==> config.mk <==
export PLATFORM = sky130hd
export DESIGN_NAME = number_to_ascii_formatter
export DESIGN_NICKNAME = d
export VERILOG_FILES = /design/src/hdl/ntoa_pkg.sv /design/src/hdl/ntoa_sub_unit.sv /design/src/hdl/number_to_ascii_formatter.sv
export SDC_FILE = /design/constraint.sdc
export NUM_CORES = 1
export LEC_CHECK = 0
export BUFFER_PORTS_ARGS = -buffer_cell sky130_fd_sc_hd__buf_4
export CORE_MARGIN = 10
export CORE_UTILIZATION = 45
export CTS_CLUSTER_SIZE = 8
export DETAILED_ROUTE_END_ITERATION = 8
export PLACE_DENSITY = 0.68
export SKIP_LAST_GASP = 1
export SLEW_MARGIN = 20
export SYNTH_ARGS = -nofsm -noshare
export SYNTH_HDL_FRONTEND = slang
export SYNTH_HIERARCHICAL = 1
export SYNTH_SLANG_ARGS = --single-unit
export TNS_END_PERCENT = 50
==> constraint.sdc <==
create_clock -name aclk -period 3.5 [get_ports aclk]
set_input_delay 1.05 -clock aclk [delete_from_list [all_inputs] [get_ports aclk]]
set_output_delay 1.05 -clock aclk [all_outputs]
set_load 0.03 [all_outputs]
==> src/hdl/ntoa_pkg.sv <==
package ntoa_pkg;

    localparam logic [1:0] CMD_DEC   = 2'd0;
    localparam logic [1:0] CMD_HEX   = 2'd1;
    localparam logic [1:0] CMD_BIN   = 2'd2;
    localparam logic [1:0] CMD_SPARE = 2'd3;

    localparam logic [7:0] ASCII_ZERO   = 8'h30;
    localparam logic [7:0] ASCII_ONE    = 8'h31;
    localparam logic [7:0] ASCII_LETTER = 8'h37;
    localparam logic [7:0] ASCII_X      = 8'h78;
    localparam logic [7:0] ASCII_B      = 8'h62;

    localparam logic [1:0] PLACE_LAST = 2'd3;

    typedef struct packed {
        logic [1:0]  command;
        logic [15:0] value;
        logic        show_prefix;
    } ntoa_in_t;

    typedef struct packed {
        logic [7:0] character;
        logic       last;
    } ntoa_out_t;

    typedef struct packed {
        logic        ge;
        logic [15:0] diff;
    } ntoa_sub_t;

    typedef enum logic [2:0] {
        ST_IDLE,
        ST_PFX0,
        ST_PFX1,
        ST_DEC,
        ST_UNITS,
        ST_HEX,
        ST_BIN
    } ntoa_state_t;

    function automatic logic [15:0] place_value(input logic [1:0] sel);
        logic [15:0] p;
        case (sel)
            2'd0:    p = 16'd10000;
            2'd1:    p = 16'd1000;
            2'd2:    p = 16'd100;
            default: p = 16'd10;
        endcase
        return p;
    endfunction

    function automatic logic [7:0] nibble_char(input logic [3:0] nib);
        logic [7:0] c;
        if (nib < 4'hA) begin
            c = ASCII_ZERO + {4'h0, nib};
        end else begin
            c = ASCII_LETTER + {4'h0, nib};
        end
        return c;
    endfunction

endpackage

==> src/hdl/ntoa_sub_unit.sv <==
module ntoa_sub_unit (
    input  logic [15:0]        rem,
    input  logic [1:0]         place_sel,
    output ntoa_pkg::ntoa_sub_t res
);
    import ntoa_pkg::*;

    logic [16:0] diff_full;

    // Single compare-and-subtract against the selected decimal place.
    always_comb begin
        diff_full = {1'b0, rem} - {1'b0, place_value(place_sel)};
        res.ge    = ~diff_full[16];
        res.diff  = diff_full[15:0];
    end

endmodule

==> src/hdl/number_to_ascii_formatter.sv <==
// Number to ASCII formatter.
// Input channel (s_valid/s_ready/s_data) takes one request holding a format
// command, a 16-bit value and a prefix flag. Output channel (m_valid/m_ready/
// m_data) returns the ASCII characters one per transfer, with last set on the
// final character of the request.
// Decimal requests run one shared compare-and-subtract unit over the places
// 10000, 1000, 100 and 10: each place subtracts while the remainder is not
// below it, counting the digit, then closes the place and prints the digit
// unless it is a leading zero; the units digit follows from the remainder.
// Hex requests give 2 or 4 characters, binary requests 8 or 10, the larger
// count with the prefix. A request is accepted while idle. Each character
// is formed combinationally and registered in the output register.
// Only one request is in work at a time: s_ready is high only while idle.
// A finished character waits in the output register; during a receiver stall
// the sequencer holds at its next character and resumes when the register
// frees up. A new request may be accepted while the last character waits.
// Reset (aresetn low, synchronous) returns to idle and drops any pending
// character.
module number_to_ascii_formatter (
    input  logic                aclk,
    input  logic                aresetn,
    input  logic                s_valid,
    output logic                s_ready,
    input  ntoa_pkg::ntoa_in_t  s_data,
    output logic                m_valid,
    input  logic                m_ready,
    output ntoa_pkg::ntoa_out_t m_data
);
    import ntoa_pkg::*;

    ntoa_state_t state_reg, state_next;
    logic [1:0]  cmd_reg, cmd_next;
    logic [15:0] rem_reg, rem_next;
    logic [7:0]  byte_reg, byte_next;
    logic [1:0]  pidx_reg, pidx_next;
    logic [3:0]  digit_reg, digit_next;
    logic        started_reg, started_next;
    logic [2:0]  cnt_reg, cnt_next;

    logic        m_valid_reg;
    ntoa_out_t   m_data_reg;

    logic        out_free;
    logic        emit;
    ntoa_out_t   emit_data;
    logic        print;
    ntoa_sub_t   sub;

    ntoa_sub_unit u_sub (
        .rem       (rem_reg),
        .place_sel (pidx_reg),
        .res       (sub)
    );

    assign out_free = ~m_valid_reg | m_ready;
    assign print    = (digit_reg != 4'd0) | started_reg;
    assign m_valid  = m_valid_reg;
    assign m_data   = m_data_reg;

    // Next state
    always_comb begin
        state_next = state_reg;
        case (state_reg)
            ST_IDLE: begin
                if (s_valid) begin
                    case (s_data.command)
                        CMD_HEX: state_next = s_data.show_prefix ? ST_PFX0 : ST_HEX;
                        CMD_BIN: state_next = s_data.show_prefix ? ST_PFX0 : ST_BIN;
                        default: state_next = ST_DEC;
                    endcase
                end
            end
            ST_PFX0: begin
                if (out_free) begin
                    state_next = ST_PFX1;
                end
            end
            ST_PFX1: begin
                if (out_free) begin
                    state_next = (cmd_reg == CMD_HEX) ? ST_HEX : ST_BIN;
                end
            end
            ST_DEC: begin
                if (!sub.ge && pidx_reg == PLACE_LAST && (out_free || !print)) begin
                    state_next = ST_UNITS;
                end
            end
            ST_UNITS: begin
                if (out_free) begin
                    state_next = ST_IDLE;
                end
            end
            ST_HEX: begin
                if (out_free && cnt_reg == 3'd1) begin
                    state_next = ST_IDLE;
                end
            end
            ST_BIN: begin
                if (out_free && cnt_reg == 3'd7) begin
                    state_next = ST_IDLE;
                end
            end
            default: state_next = ST_IDLE;
        endcase
    end

    // Outputs and datapath
    always_comb begin
        s_ready      = 1'b0;
        emit         = 1'b0;
        emit_data    = '0;
        cmd_next     = cmd_reg;
        rem_next     = rem_reg;
        byte_next    = byte_reg;
        pidx_next    = pidx_reg;
        digit_next   = digit_reg;
        started_next = started_reg;
        cnt_next     = cnt_reg;
        case (state_reg)
            ST_IDLE: begin
                s_ready = 1'b1;
                if (s_valid) begin
                    cmd_next     = s_data.command;
                    rem_next     = s_data.value;
                    byte_next    = s_data.value[7:0];
                    pidx_next    = 2'd0;
                    digit_next   = 4'd0;
                    started_next = 1'b0;
                    cnt_next     = 3'd0;
                end
            end
            ST_PFX0: begin
                emit                = out_free;
                emit_data.character = ASCII_ZERO;
            end
            ST_PFX1: begin
                emit                = out_free;
                emit_data.character = (cmd_reg == CMD_HEX) ? ASCII_X : ASCII_B;
            end
            ST_DEC: begin
                if (sub.ge) begin
                    rem_next   = sub.diff;
                    digit_next = digit_reg + 4'd1;
                end else begin
                    emit                = out_free & print;
                    emit_data.character = ASCII_ZERO + {4'h0, digit_reg};
                    // advance to the next place once the digit is out or suppressed
                    if (out_free || !print) begin
                        started_next = print;
                        digit_next   = 4'd0;
                        pidx_next    = pidx_reg + 2'd1;
                    end
                end
            end
            ST_UNITS: begin
                emit                = out_free;
                emit_data.character = ASCII_ZERO + {4'h0, rem_reg[3:0]};
                emit_data.last      = 1'b1;
            end
            ST_HEX: begin
                emit                = out_free;
                emit_data.character = nibble_char(byte_reg[7:4]);
                emit_data.last      = (cnt_reg == 3'd1);
                if (out_free) begin
                    byte_next = {byte_reg[3:0], 4'h0};
                    cnt_next  = cnt_reg + 3'd1;
                end
            end
            ST_BIN: begin
                emit                = out_free;
                emit_data.character = byte_reg[7] ? ASCII_ONE : ASCII_ZERO;
                emit_data.last      = (cnt_reg == 3'd7);
                if (out_free) begin
                    byte_next = {byte_reg[6:0], 1'b0};
                    cnt_next  = cnt_reg + 3'd1;
                end
            end
            default: begin
                emit = 1'b0;
            end
        endcase
    end

    always_ff @(posedge aclk) begin
        if (!aresetn) begin
            state_reg   <= ST_IDLE;
            m_valid_reg <= 1'b0;
        end else begin
            state_reg <= state_next;
            if (emit) begin
                m_valid_reg <= 1'b1;
            end else if (m_ready) begin
                m_valid_reg <= 1'b0;
            end
        end
    end

    always_ff @(posedge aclk) begin
        cmd_reg     <= cmd_next;
        rem_reg     <= rem_next;
        byte_reg    <= byte_next;
        pidx_reg    <= pidx_next;
        digit_reg   <= digit_next;
        started_reg <= started_next;
        cnt_reg     <= cnt_next;
        if (emit) begin
            m_data_reg <= emit_data;
        end
    end

endmodule

==> flow_summary_export.csv, run 1 <==
group,metric,value,unit
timing,slew_violations,0,
timing,worst_slack,0.274,ns
detailed_routing,total_via_count_in_the_routed_design,2785,
final_layout,layout-area-overhead-vs-synth,11.7,%
timing,final_setup_skew,0.0101,ns
yosys,synth-edff-count,44,
yosys,yosys_register_bits,48,
run_status,status,"completed",
yosys,ys_async_sr_fraction,0,%
timing,hold_violations,0,
place,place_hpwl,5860,µm
place,detailedPlace.worstSlack,0.137,ns
floorplanning,start_util,46.0,%
detailed_routing,drt_drc_violations_left,0,
setup_path,crit_path_start_kind,"flop",
yosys,ys_warn_count,6,
yosys,netlist_top_cells_area,"sky130_fd_sc_hd__edfxtp_1 (38%), sky130_fd_sc_hd__ha_1 (8.9%), sky130_fd_sc_hd__nand2_1 (7.4%)",
final_layout,layout.core_utilization,51.4,%
yosys,muxShareOfSynthArea,1.71,%
final_layout,largest_register_ff_count,16,
setup_path,crit_end_category,"flop",
grt,grt_max_degree,34,
grt,grt.total_usage,13.6,%
detailed_routing,number_of_iterations_in_the_first_detailed_routing_pass,5,
floorplanning,row_count,32,
grt,grt-ovfl-total,0,
detailed_routing,routed_wire_length_per_instance,15.2,µm
yosys,synthXorXnorAreaFrac,2.99,%
pwr,power-per-cell-area,896,nW/µm²
yosys,synth_top_cell_by_area,"sky130_fd_sc_hd__edfxtp_1",
clocking,cts_tree,"built",
floorplanning,die_area,11800,µm²
final_layout,final_net_count,459,
pwr,seq_power_share,31.0,%
timing,rsz0062_at_grt,"no",
yosys,synth_area_per_cell,9.26,µm²
final_layout,antenna-diode-count,0,
setup_path,worstPathArrival,3.22,ns
yosys,synth_top_area_share,37.6,%
setup_path,crit_required,3.49,ns
pwr,irDropWorstVdd,0.339,mV
floorplanning,die_height,108,µm
pwr,power.switching_fraction,44.2,%
worst_hold_path,hold_crit_endpoint,"rem_reg[0]",
timing,final.setup.tns,0,ns
timing,setup_viol,0,
grt,grt_first_pass_wirelength,13100,µm
floorplanning,die_w,108,µm
floorplanning,core_area,7650,µm²
timing,slew_headroom,55.1,%
final_layout,drive_gt1_share,17.3,%
yosys,syn_area,3520,µm²
yosys,syn_inst,380,
setup_path,reg_to_reg_slack_setup,0.27,ns
timing,max_freq,0.310,GHz
yosys,synth_compound_area_share,17.2,%
timing,final.min_clock_period,3.23,ns
yosys,dominantRegCellSynth,"sky130_fd_sc_hd__edfxtp_1",
yosys,syn_nets,429,
yosys,synth_simple_gate_area_share,21.1,%
yosys,ys_seq_area_share,39.8,%
detailed_routing,postRouteWirelength,7810,µm
pwr,power.switching,0.00156,W
detailed_routing,antenna_violating_nets_post_route,0,
place,place.gp.congestion,0.889,
grt,number_of_antenna_violations_at_the_first_check_in_global_routing,0,
timing,timing_worst_slew_pin_value,0.671,ns
pwr,intPower,0.00196,W
pwr,power.share.combinational,57.0,%
floorplanning,io_pins,34,
setup_path,crit-reg2reg-launch,"pidx_reg[0]",
yosys,synth.lib_cells_used.distinct,74,
setup_path,reg2regPathDepth,12,
flow_run,drv.max_cap_violation_count,0,
clocking,cts_made_buffers,5,
timing,period_share,92.2,%
grt,grt_pass1_vias,2673,
detailed_routing,via_per_inst,5.43,
yosys,synth_fa_ha_area_share,9.46,%
clocking,htree_levels,2,
worst_hold_path,whs_path_depth,2,
setup_path,r2r-end,"pidx_reg[1]",
clocking,cts.root.buffer_cell,"sky130_fd_sc_hd__clkbuf_8",
pwr,share_clk_of_total_power,12.0,%
final_layout,final_design_area_no_fill,3930,µm²
place,placement.cell_area,3800,µm²
place,port_buffers,32,
worst_hold_path,worst_hold_startpoint,"rem_reg[0]",
clocking,clock_sink_count,48,
pwr,power.leakage,1.66,nW
clocking,clock_latency,0.31,ns
detailed_routing,violation_count_after_the_first_detailed_routing_iteration,213,
clocking,cts-root-to-sink-buffers,2,
setup_path,setup.worst_path.class,"flop to flop",
pwr,total_power,0.00352,W
clocking,clkSlewWorstSetupHoldPaths,0.10,ns
yosys,combinational_family_with_the_most_area_after_synthesis,"simple AND/OR/NAND/NOR gates",
worst_hold_path,min-delay-path-class,"flop to flop",
setup_path,path_max_fanout,6,
## cell type report
cell class / count / area, µm²
multi-input combinational: 285 / 1850
timing repair buffer: 41 / 320
inverter: 29 / 114
clock buffer: 5 / 68.8
fill: 718 / 3720
sequential: 48 / 1400
clock inverter: 3 / 46.3
tap: 102 / 128
## layer usage
metal	wire length [µm]	track usage (%)	share of wire, %
met1	3670	18.1	47
met2	3650	21.9	47
met3	453	2.62	5.8
met4	39	3.58	0.50
met5	0	0	0
## placed cells by master (no fill, tap or decap), types with 6 or more instances in the layout
| cell type | instances |
|---|---|
| sky130_fd_sc_hd__o22ai_1 | 7 |
| sky130_fd_sc_hd__nor3_1 | 7 |
| sky130_fd_sc_hd__a31oi_1 | 6 |
| sky130_fd_sc_hd__mux2i_1 | 6 |
| sky130_fd_sc_hd__o21ai_0 | 13 |
| sky130_fd_sc_hd__xnor2_1 | 9 |
| sky130_fd_sc_hd__nand2_1 | 69 |
| sky130_fd_sc_hd__buf_4 | 40 |
| sky130_fd_sc_hd__ha_1 | 25 |
| sky130_fd_sc_hd__edfxtp_1 | 44 |
| sky130_fd_sc_hd__inv_1 | 25 |
| sky130_fd_sc_hd__a21oi_1 | 20 |
| sky130_fd_sc_hd__nor2_1 | 31 |
| sky130_fd_sc_hd__nand3_1 | 8 |
## worst max path at each step
| stage | start | slack (ns) | cells past startpoint | end |
|---|---|---|---|---|
| after floorplan | pidx_reg[0] | 0.41 | 9 | rem_reg[0] |
| after global placement | pidx_reg[0] | 0.28 | 12 | m_data[7] |
| after detailed placement | pidx_reg[0] | 0.14 | 12 | m_data[5] |
| after CTS | pidx_reg[0] | 0.14 | 12 | m_data[5] |
| after global routing | pidx_reg[0] | 0.03 | 12 | pidx_reg[1] |
| final | pidx_reg[0] | 0.27 | 12 | pidx_reg[1] |
## cells in the mapped netlist (3+ instances only)
master / count
sky130_fd_sc_hd__and3_1: 4
sky130_fd_sc_hd__nand2_1: 69
sky130_fd_sc_hd__o22ai_1: 7
sky130_fd_sc_hd__ha_1: 25
sky130_fd_sc_hd__mux2i_1: 6
sky130_fd_sc_hd__o21ai_0: 13
sky130_fd_sc_hd__inv_1: 25
sky130_fd_sc_hd__xor2_1: 3
sky130_fd_sc_hd__a31oi_1: 6
sky130_fd_sc_hd__buf_4: 5
sky130_fd_sc_hd__nand3_1: 8
sky130_fd_sc_hd__dfxtp_1: 4
sky130_fd_sc_hd__nor2_1: 32
sky130_fd_sc_hd__o31ai_1: 5
sky130_fd_sc_hd__nor4_1: 5
sky130_fd_sc_hd__a21oi_1: 20
sky130_fd_sc_hd__a22o_1: 4
sky130_fd_sc_hd__edfxtp_1: 44
sky130_fd_sc_hd__buf_6: 7
sky130_fd_sc_hd__nor3_1: 7
sky130_fd_sc_hd__and2_1: 3
sky130_fd_sc_hd__xnor2_1: 9
## critical path, cell delays in order (launching register included)
cell and delay (ns):
sky130_fd_sc_hd__edfxtp_1 0.48, sky130_fd_sc_hd__inv_1 0.17, sky130_fd_sc_hd__ha_1 0.25, sky130_fd_sc_hd__inv_1 0.09, sky130_fd_sc_hd__ha_1 0.31, sky130_fd_sc_hd__a21o_1 0.23, sky130_fd_sc_hd__a31oi_1 0.23, sky130_fd_sc_hd__a21boi_2 0.11
sky130_fd_sc_hd__nand4b_1 0.11, sky130_fd_sc_hd__a41oi_1 0.17, sky130_fd_sc_hd__buf_4 0.20, sky130_fd_sc_hd__nor2_1 0.24, sky130_fd_sc_hd__a2bb2oi_1 0.34
## stage by stage
stage / std cells / hold WS, ns
3_3_place_gp: 504 / 0.529
4_1_cts: 512 / 0.583
6_report: 513 / 0.579
5_1_grt: 513 / 0.620
3_5_place_dp: 504 / 0.562
2_1_floorplan: 380 / 0.566
## cell families after synthesis
| family | Yosys count |
|---|---|
| compound gates | 88 |
| xor+xnor | 12 |
| fa+ha+maj | 26 |
| buf+inv | 47 |
| flops | 48 |
| mux | 6 |
| other cells | 1 |
| simple gates | 152 |
## power groups by stage
stage / clock, W / combinational [W] / sequential [W]
after floorplan: 0 / 0.00149 / 0.00115
after global placement: 0 / 0.00194 / 0.00110
after detailed placement: 0 / 0.00197 / 0.00111
after CTS: 0.000432 / 0.00198 / 0.00109
after global routing: 0.000451 / 0.00223 / 0.00113
final: 0.000423 / 0.00201 / 0.00109
## what timing repair did
item | CTS | global route
resized for setup | 0 | 1
setup endpoints to repair | 0 | 18
hold buffers | 0 | 0
setup buffers | 0 | 1
Power figures use the tool's default switching activity.
==> inputs of run 2 (changes only) <==
Settings changed: REMOVE_ABC_BUFFERS set to 1.
==> run 2 against run 1 <==
Setup slack better by 0.011 ns. Clock-buffer cell count unchanged. Critical path type unchanged. Die area unchanged. Clock power decreased by 20%. Hold slack worse by 0.010 ns. First-iteration DRC count shrank 38%. Via count is 0.22% higher. Maximum frequency is 0.33% higher.
==> flow_summary_export.csv, run 2 (same netlist as run 1, synthesis figures left out) <==
group,metric,value,unit
final_layout,layout-area-overhead-vs-synth,10.9,%
timing,setup_viol,0,
timing,slew_headroom,43.5,%
timing,slew_violations,0,
final_layout,area_occupied_by_multi_input_gates,1860,µm²
worst_hold_path,min-delay-path-class,"flop to flop",
run_status,status,"completed",
detailed_routing,violation_count_after_the_first_detailed_routing_iteration,133,
place,dp_cells,505,
clocking,cts-root-to-sink-buffers,2,
flow_run,drv.max_cap_violation_count,0,
clocking,cts_setup_buffers,0,
place,port_buffers,32,
pwr,irDropWorstVdd,0.500,mV
final_layout,mostFrequentLayoutCells,"sky130_fd_sc_hd__nand2_1 (69), sky130_fd_sc_hd__edfxtp_1 (44), sky130_fd_sc_hd__buf_4 (41)",
final_layout,antenna-diode-count,0,
floorplanning,start_util,46.0,%
detailed_routing,postRouteWirelength,7740,µm
clocking,cts_resized,0,
setup_path,path_max_fanout,8,
final_layout,largest_register_ff_count,16,
setup_path,setup.worst_path.class,"flop to flop",
detailed_routing,via_per_inst,5.44,
timing,rsz0062_at_grt,"no",
setup_path,worstPathArrival,3.26,ns
timing,timing_worst_slew_pin_value,0.848,ns
final_layout,post_layout_nonfiller_instances,513,
detailed_routing,number_of_iterations_in_the_first_detailed_routing_pass,4,
clocking,cts_hold_repair.buffers,0,
floorplanning,core_area,7650,µm²
clocking,clkSlewWorstSetupHoldPaths,0.09,ns
grt,grt.total_usage,13.3,%
timing,final_setup_skew,0.00557,ns
grt,number_of_antenna_violations_at_the_first_check_in_global_routing,0,
clocking,clock_latency,0.31,ns
floorplanning,row_count,32,
timing,max_freq,0.311,GHz
clocking,cts.root.buffer_cell,"sky130_fd_sc_hd__clkbuf_8",
detailed_routing,total_via_count_in_the_routed_design,2791,
setup_path,crit_required,3.55,ns
setup_path,reg_to_reg_slack_setup,0.29,ns
place,place.gp.congestion,0.864,
timing,final.min_clock_period,3.21,ns
timing,final.setup.tns,0,ns
final_layout,mostFrequentLayoutCell,"sky130_fd_sc_hd__nand2_1",
grt,grt_pass1_vias,2712,
detailed_routing,antenna_violating_nets_post_route,0,
detailed_routing,drt_drc_violations_left,0,
timing,hold_violations,0,
final_layout,final_net_count,459,
setup_path,crit_path_start_kind,"flop",
detailed_routing,routed_wire_length_per_instance,15.1,µm
final_layout,fillCellCount,727,
grt,grt_first_pass_wirelength,12900,µm
clocking,cts_made_buffers,5,
setup_path,crit_end_category,"flop",
final_layout,drive_gt1_share,17.5,%
grt,grt_max_degree,39,
clocking,cts_tree,"built",
floorplanning,die_area,11800,µm²
floorplanning,die_w,108,µm
final_layout,final-seq-area,1400,µm²
floorplanning,io_pins,34,
place,place_hpwl,5890,µm
floorplanning,die_height,108,µm
clocking,clock_sink_count,48,
timing,period_share,91.9,%
pwr,power-per-cell-area,882,nW/µm²
pwr,power.leakage,1.65,nW
grt,grt-ovfl-total,0,
clocking,htree_levels,2,
-- run 2: path summary, 6_finish.rpt --
| kind | start | endpoint | cells after the start |
|---|---|---|---|
| setup / recovery | pidx_reg[0] | m_data[4] | 10 |
| hold / removal | rem_reg[0] | rem_reg[0] | 2 |
| setup reg to reg | pidx_reg[0] | m_data[4] | 10 |
| hold reg to reg | rem_reg[0] | rem_reg[0] | 2 |
-- run 2: layer usage --
layer  wire (µm)  vias to the layer above  track usage (%)
li1            -                     1421                -
met1        3580                     1286             17.3
met2        3690                       75             22.2
met3         375                        9             2.86
met4          96                        0             3.11
met5           0                        -                0
-- run 2: layout make-up --
| type | count | share of cell area [%] |
|---|---|---|
| clock inverter | 3 | 0.481 |
| clock buffer | 5 | 1.76 |
| tap | 102 | 3.27 |
| inverter | 29 | 2.92 |
| sequential | 48 | 35.9 |
| multi-input combinational | 285 | 47.7 |
| timing repair buffer | 41 | 7.89 |
-- run 2: per-stage QoR --
stage | hold slack (ns) | total power, W | cell area (µm²) | setup WS, ns | utilization (%)
final | 0.568 | 0.00344 | 3900 | 0.285 | 51.0
after global routing | 0.594 | 0.00372 | 3900 | 0.0668 | 51.0
after CTS | 0.570 | 0.00343 | 3880 | 0.00529 | 50.8
after detailed placement | 0.547 | 0.00308 | 3800 | 0.0176 | 49.7
after global placement | 0.539 | 0.00305 | 3800 | 0.263 | 49.7
after floorplan | 0.509 | 0.00252 | 3360 | 0.392 | -
-- run 2: worst max-delay path: stages (launching register included) --
cell and delay [ns]:
sky130_fd_sc_hd__edfxtp_1 0.47, sky130_fd_sc_hd__ha_1 0.25, sky130_fd_sc_hd__o21bai_1 0.20, sky130_fd_sc_hd__ha_1 0.40
sky130_fd_sc_hd__inv_2 0.09, sky130_fd_sc_hd__o31ai_1 0.34, sky130_fd_sc_hd__nand2_1 0.12, sky130_fd_sc_hd__a41oi_2 0.38
sky130_fd_sc_hd__nor3_1 0.11, sky130_fd_sc_hd__o21ai_0 0.45, sky130_fd_sc_hd__nor2_4 0.15
-- run 2: where the power goes --
| part | total (W) | switching (W) | internal, W |
|---|---|---|---|
| clock | 0.000339 | 0.000199 | 0.000140 |
| combinational | 0.00201 | 0.00121 | 0.000803 |
| sequential | 0.00109 | 0.000150 | 0.000939 |
| total | 0.00344 | 0.00156 | 0.00188 |
==> inputs of run 3 (changes only) <==
Settings changed: ABC_AREA set to 1, ABC_CLOCK_PERIOD_IN_PS set to 2650, PLACE_DENSITY 0.68 to 0.71.
Clock period 3.5 ns to 2.65 ns, I/O delays scaled along.
==> run 3 against run 2 <==
Via count grew 9.1%. Critical path depth increased by 4. Non-clock buffer count grew 7. Critical path type unchanged. Highest routed layer unchanged.
==> flow_summary_export.csv, run 3 <==
group,metric,value,unit
run_status,status,"completed",
yosys,ys_warn_count,6,
yosys,yosysMostFrequentCell,"sky130_fd_sc_hd__nand2_1",
yosys,yosys_register_bits,48,
setup_path,r2r-end,"m_data[1]",
grt,grt.total_usage,14.0,%
clocking,clock_sink_count,48,
final_layout,largest_register_ff_count,16,
worst_hold_path,whs_path_depth,2,
timing,rsz0062_at_grt,"yes",
pwr,power.leakage,2.06,nW
place,dp_cells,594,
yosys,ys_async_sr_fraction,0,%
clocking,cts-root-to-sink-buffers,2,
grt,grt_pass1_vias,2939,
yosys,netlist_top_cells_area,"sky130_fd_sc_hd__edfxtp_1 (38%), sky130_fd_sc_hd__nand2_1 (16%), sky130_fd_sc_hd__ha_1 (9.1%)",
grt,grt_max_degree,24,
grt,grt_first_pass_wirelength,13400,µm
timing,max_freq,0.395,GHz
final_layout,antenna-diode-count,0,
timing,setup_viol,0,
clocking,clkSlewWorstSetupHoldPaths,0.09,ns
final_layout,fillCellCount,690,
setup_path,reg2regPathDepth,14,
floorplanning,die_height,107,µm
floorplanning,die_w,107,µm
floorplanning,core_area,7330,µm²
detailed_routing,total_via_count_in_the_routed_design,3045,
timing,final.min_clock_period,2.53,ns
floorplanning,row_count,31,
clocking,cts_tree,"built",
yosys,synth_top_area_share,38.5,%
place,place.gp.congestion,0.930,
final_layout,layout-area-overhead-vs-synth,21.9,%
detailed_routing,number_of_iterations_in_the_first_detailed_routing_pass,4,
yosys,synth_area_per_cell,7.53,µm²
setup_path,crit_path_cell_trace,"inv_2 > ha_2 > inv_2 > ha_4 > nand2_1 > nor2_2 > nand3_1 > nand3_2 > nand2_2 > nand2_4 > nor2_2 > buf_4 > nand2_1 > o2111ai_1",
clocking,htree_levels,2,
final_layout,final_net_count,555,
timing,slew_violations,0,
final_layout,mostFrequentLayoutCells,"sky130_fd_sc_hd__nand2_1 (143), sky130_fd_sc_hd__inv_1 (75), sky130_fd_sc_hd__buf_4 (47)",
worst_hold_path,hold_crit_endpoint,"state_reg[0]",
final_layout,drive_gt1_share,21.3,%
detailed_routing,via_per_inst,5.02,
yosys,dominantRegCellSynth,"sky130_fd_sc_hd__edfxtp_1",
yosys,synth_top_cell_by_area,"sky130_fd_sc_hd__edfxtp_1",
yosys,syn_area,3430,µm²
setup_path,cell_at_the_slowest_stage_of_the_critical_path,"sky130_fd_sc_hd__edfxtp_1",
worst_hold_path,min-delay-path-class,"flop to flop",
setup_path,worst_setup_path_startpoint,"pidx_reg[0]",
pwr,irDropWorstVdd,0.536,mV
setup_path,crit_required,2.69,ns
setup_path,crit_end_category,"flop",
timing,period_share,95.7,%
clocking,cts.root.buffer_cell,"sky130_fd_sc_hd__clkbuf_8",
place,placement.cell_area,3870,µm²
grt,grt-ovfl-total,0,
place,port_buffers,32,
flow_run,drv.max_cap_violation_count,0,
pwr,power-per-cell-area,1190,nW/µm²
detailed_routing,violation_count_after_the_first_detailed_routing_iteration,144,
timing,hold_violations,0,
worst_hold_path,worst_hold_startpoint,"state_reg[0]",
detailed_routing,drt_drc_violations_left,0,
yosys,ys_seq_area_share,40.8,%
setup_path,setup.worst_path.class,"flop to flop",
timing,final_setup_skew,0.00921,ns
setup_path,reg_to_reg_slack_setup,0.12,ns
detailed_routing,antenna_violating_nets_post_route,0,
yosys,synth-edff-count,44,
floorplanning,die_area,11500,µm²
setup_path,crit-reg2reg-launch,"pidx_reg[0]",
setup_path,path_max_fanout,5,
final_layout,mostFrequentLayoutCell,"sky130_fd_sc_hd__nand2_1",
final_layout,final_design_area_no_fill,4190,µm²
grt,number_of_antenna_violations_at_the_first_check_in_global_routing,0,
clocking,clock_latency,0.31,ns
setup_path,slowest_delay,0.48,ns
yosys,syn_inst,456,
clocking,cts_made_buffers,5,
floorplanning,start_util,46.9,%
setup_path,worstPathArrival,2.57,ns
detailed_routing,postRouteWirelength,8260,µm
yosys,synth.lib_cells_used.distinct,35,
yosys,synthTopCellsByCount,"sky130_fd_sc_hd__nand2_1 (149), sky130_fd_sc_hd__inv_1 (80), sky130_fd_sc_hd__nor2_1 (47)",
floorplanning,io_pins,34,
setup_path,crit_path_start_kind,"flop",
detailed_routing,routed_wire_length_per_instance,13.6,µm
place,place_hpwl,6370,µm
final_layout,post_layout_nonfiller_instances,606,
-- run 3: cell types whose count changed after synthesis, sizes merged, moves of 10 or more --
cell   before  now
nand2      69  152
inv        28   85
nor2       32   52
nand3       9   28
a21oi      22   11
buf        14    4
-- run 3: area by class of cell --
| type | instances | area (µm²) | share of cell area (%) |
|---|---|---|---|
| well taps | 99 | 124 | 2.96 |
| multi-input cells | 318 | 1850 | 44.2 |
| repair buffers | 48 | 373 | 8.91 |
| clock inverters | 3 | 47.5 | 1.14 |
| clock buffers | 5 | 68.8 | 1.64 |
| inverters | 85 | 322 | 7.68 |
| flip-flops and latches | 48 | 1400 | 33.5 |
-- run 3: cell families (layout without fill, tap and decap cells) --
| logic type | after synthesis | after routing | synth area share, % |
|---|---|---|---|
| AO/OA/AOI/OAI | 40 | 40 | 7.50 |
| XOR/XNOR | 9 | 9 | 2.29 |
| AND/OR/NAND/NOR | 242 | 242 | 29.5 |
| buffers and inverters | 90 | 141 | 10.1 |
| flip-flops | 48 | 48 | 40.8 |
| other | 1 | 1 | 0.109 |
| adder cells (fa/ha/maj) | 26 | 26 | 9.69 |
-- run 3: worst max path at each step --
stage	to	slack [ns]
after CTS	started_reg	0.04
after floorplan	rem_reg[0]	-0.23
after detailed placement	pidx_reg[1]	-0.20
after global placement	pidx_reg[0]	-0.03
after global routing	m_data[6]	-0.04
final	m_data[1]	0.12
-- run 3: through the flow --
| step | setup WS, ns | setup TNS (ns) | util [%] | total power, W | hold WS [ns] |
|---|---|---|---|---|---|
| global placement | -0.0341 | -0.243 | 52.9 | 0.00411 | 0.568 |
| CTS | 0.0395 | 0 | 54.8 | 0.00475 | 0.578 |
| global route | -0.0450 | -0.122 | 57.1 | 0.00543 | 0.614 |
| floorplan | -0.227 | -4.05 | - | 0.00332 | 0.525 |
| detailed placement | -0.197 | -2.68 | 52.9 | 0.00415 | 0.565 |
| finish | 0.115 | 0 | 57.1 | 0.00500 | 0.584 |
-- run 3: critical path: cells and delay by family, from the launching register on --
family                     cells  cell delay [ns]
AOI/OAI and AO/OA              1             0.14
adders and majority gates      2             0.49
buffers and inverters          3             0.41
DFF                            1             0.48
and+or+nand+nor                8             0.77
-- run 3: timing repair --
item / CTS / global route
pin swaps: 3 / 15
setup endpoints to repair: 37 / 41
setup buffers: 2 / 2
gates resized for setup: 6 / 31
hold buffers: 0 / 0
gates cloned: 0 / 0
-- run 3: power by group --
part           total (W)  switching [W]  internal, W
Sequential       0.00142       0.000182      0.00124
Combinational    0.00302        0.00186      0.00115
Clock           0.000555       0.000271     0.000285
Total            0.00500        0.00232      0.00268
-- run 3: layer usage --
| layer | up-vias | track usage [%] | part of all wire, % |
|---|---|---|---|
| met5 | - | 0 | 0 |
| met4 | 0 | 5.53 | 2.5 |
| li1 | 1560 | - | - |
| met2 | 95 | 23.0 | 47 |
| met1 | 1374 | 17.5 | 45 |
| met3 | 16 | 2.99 | 5.6 |
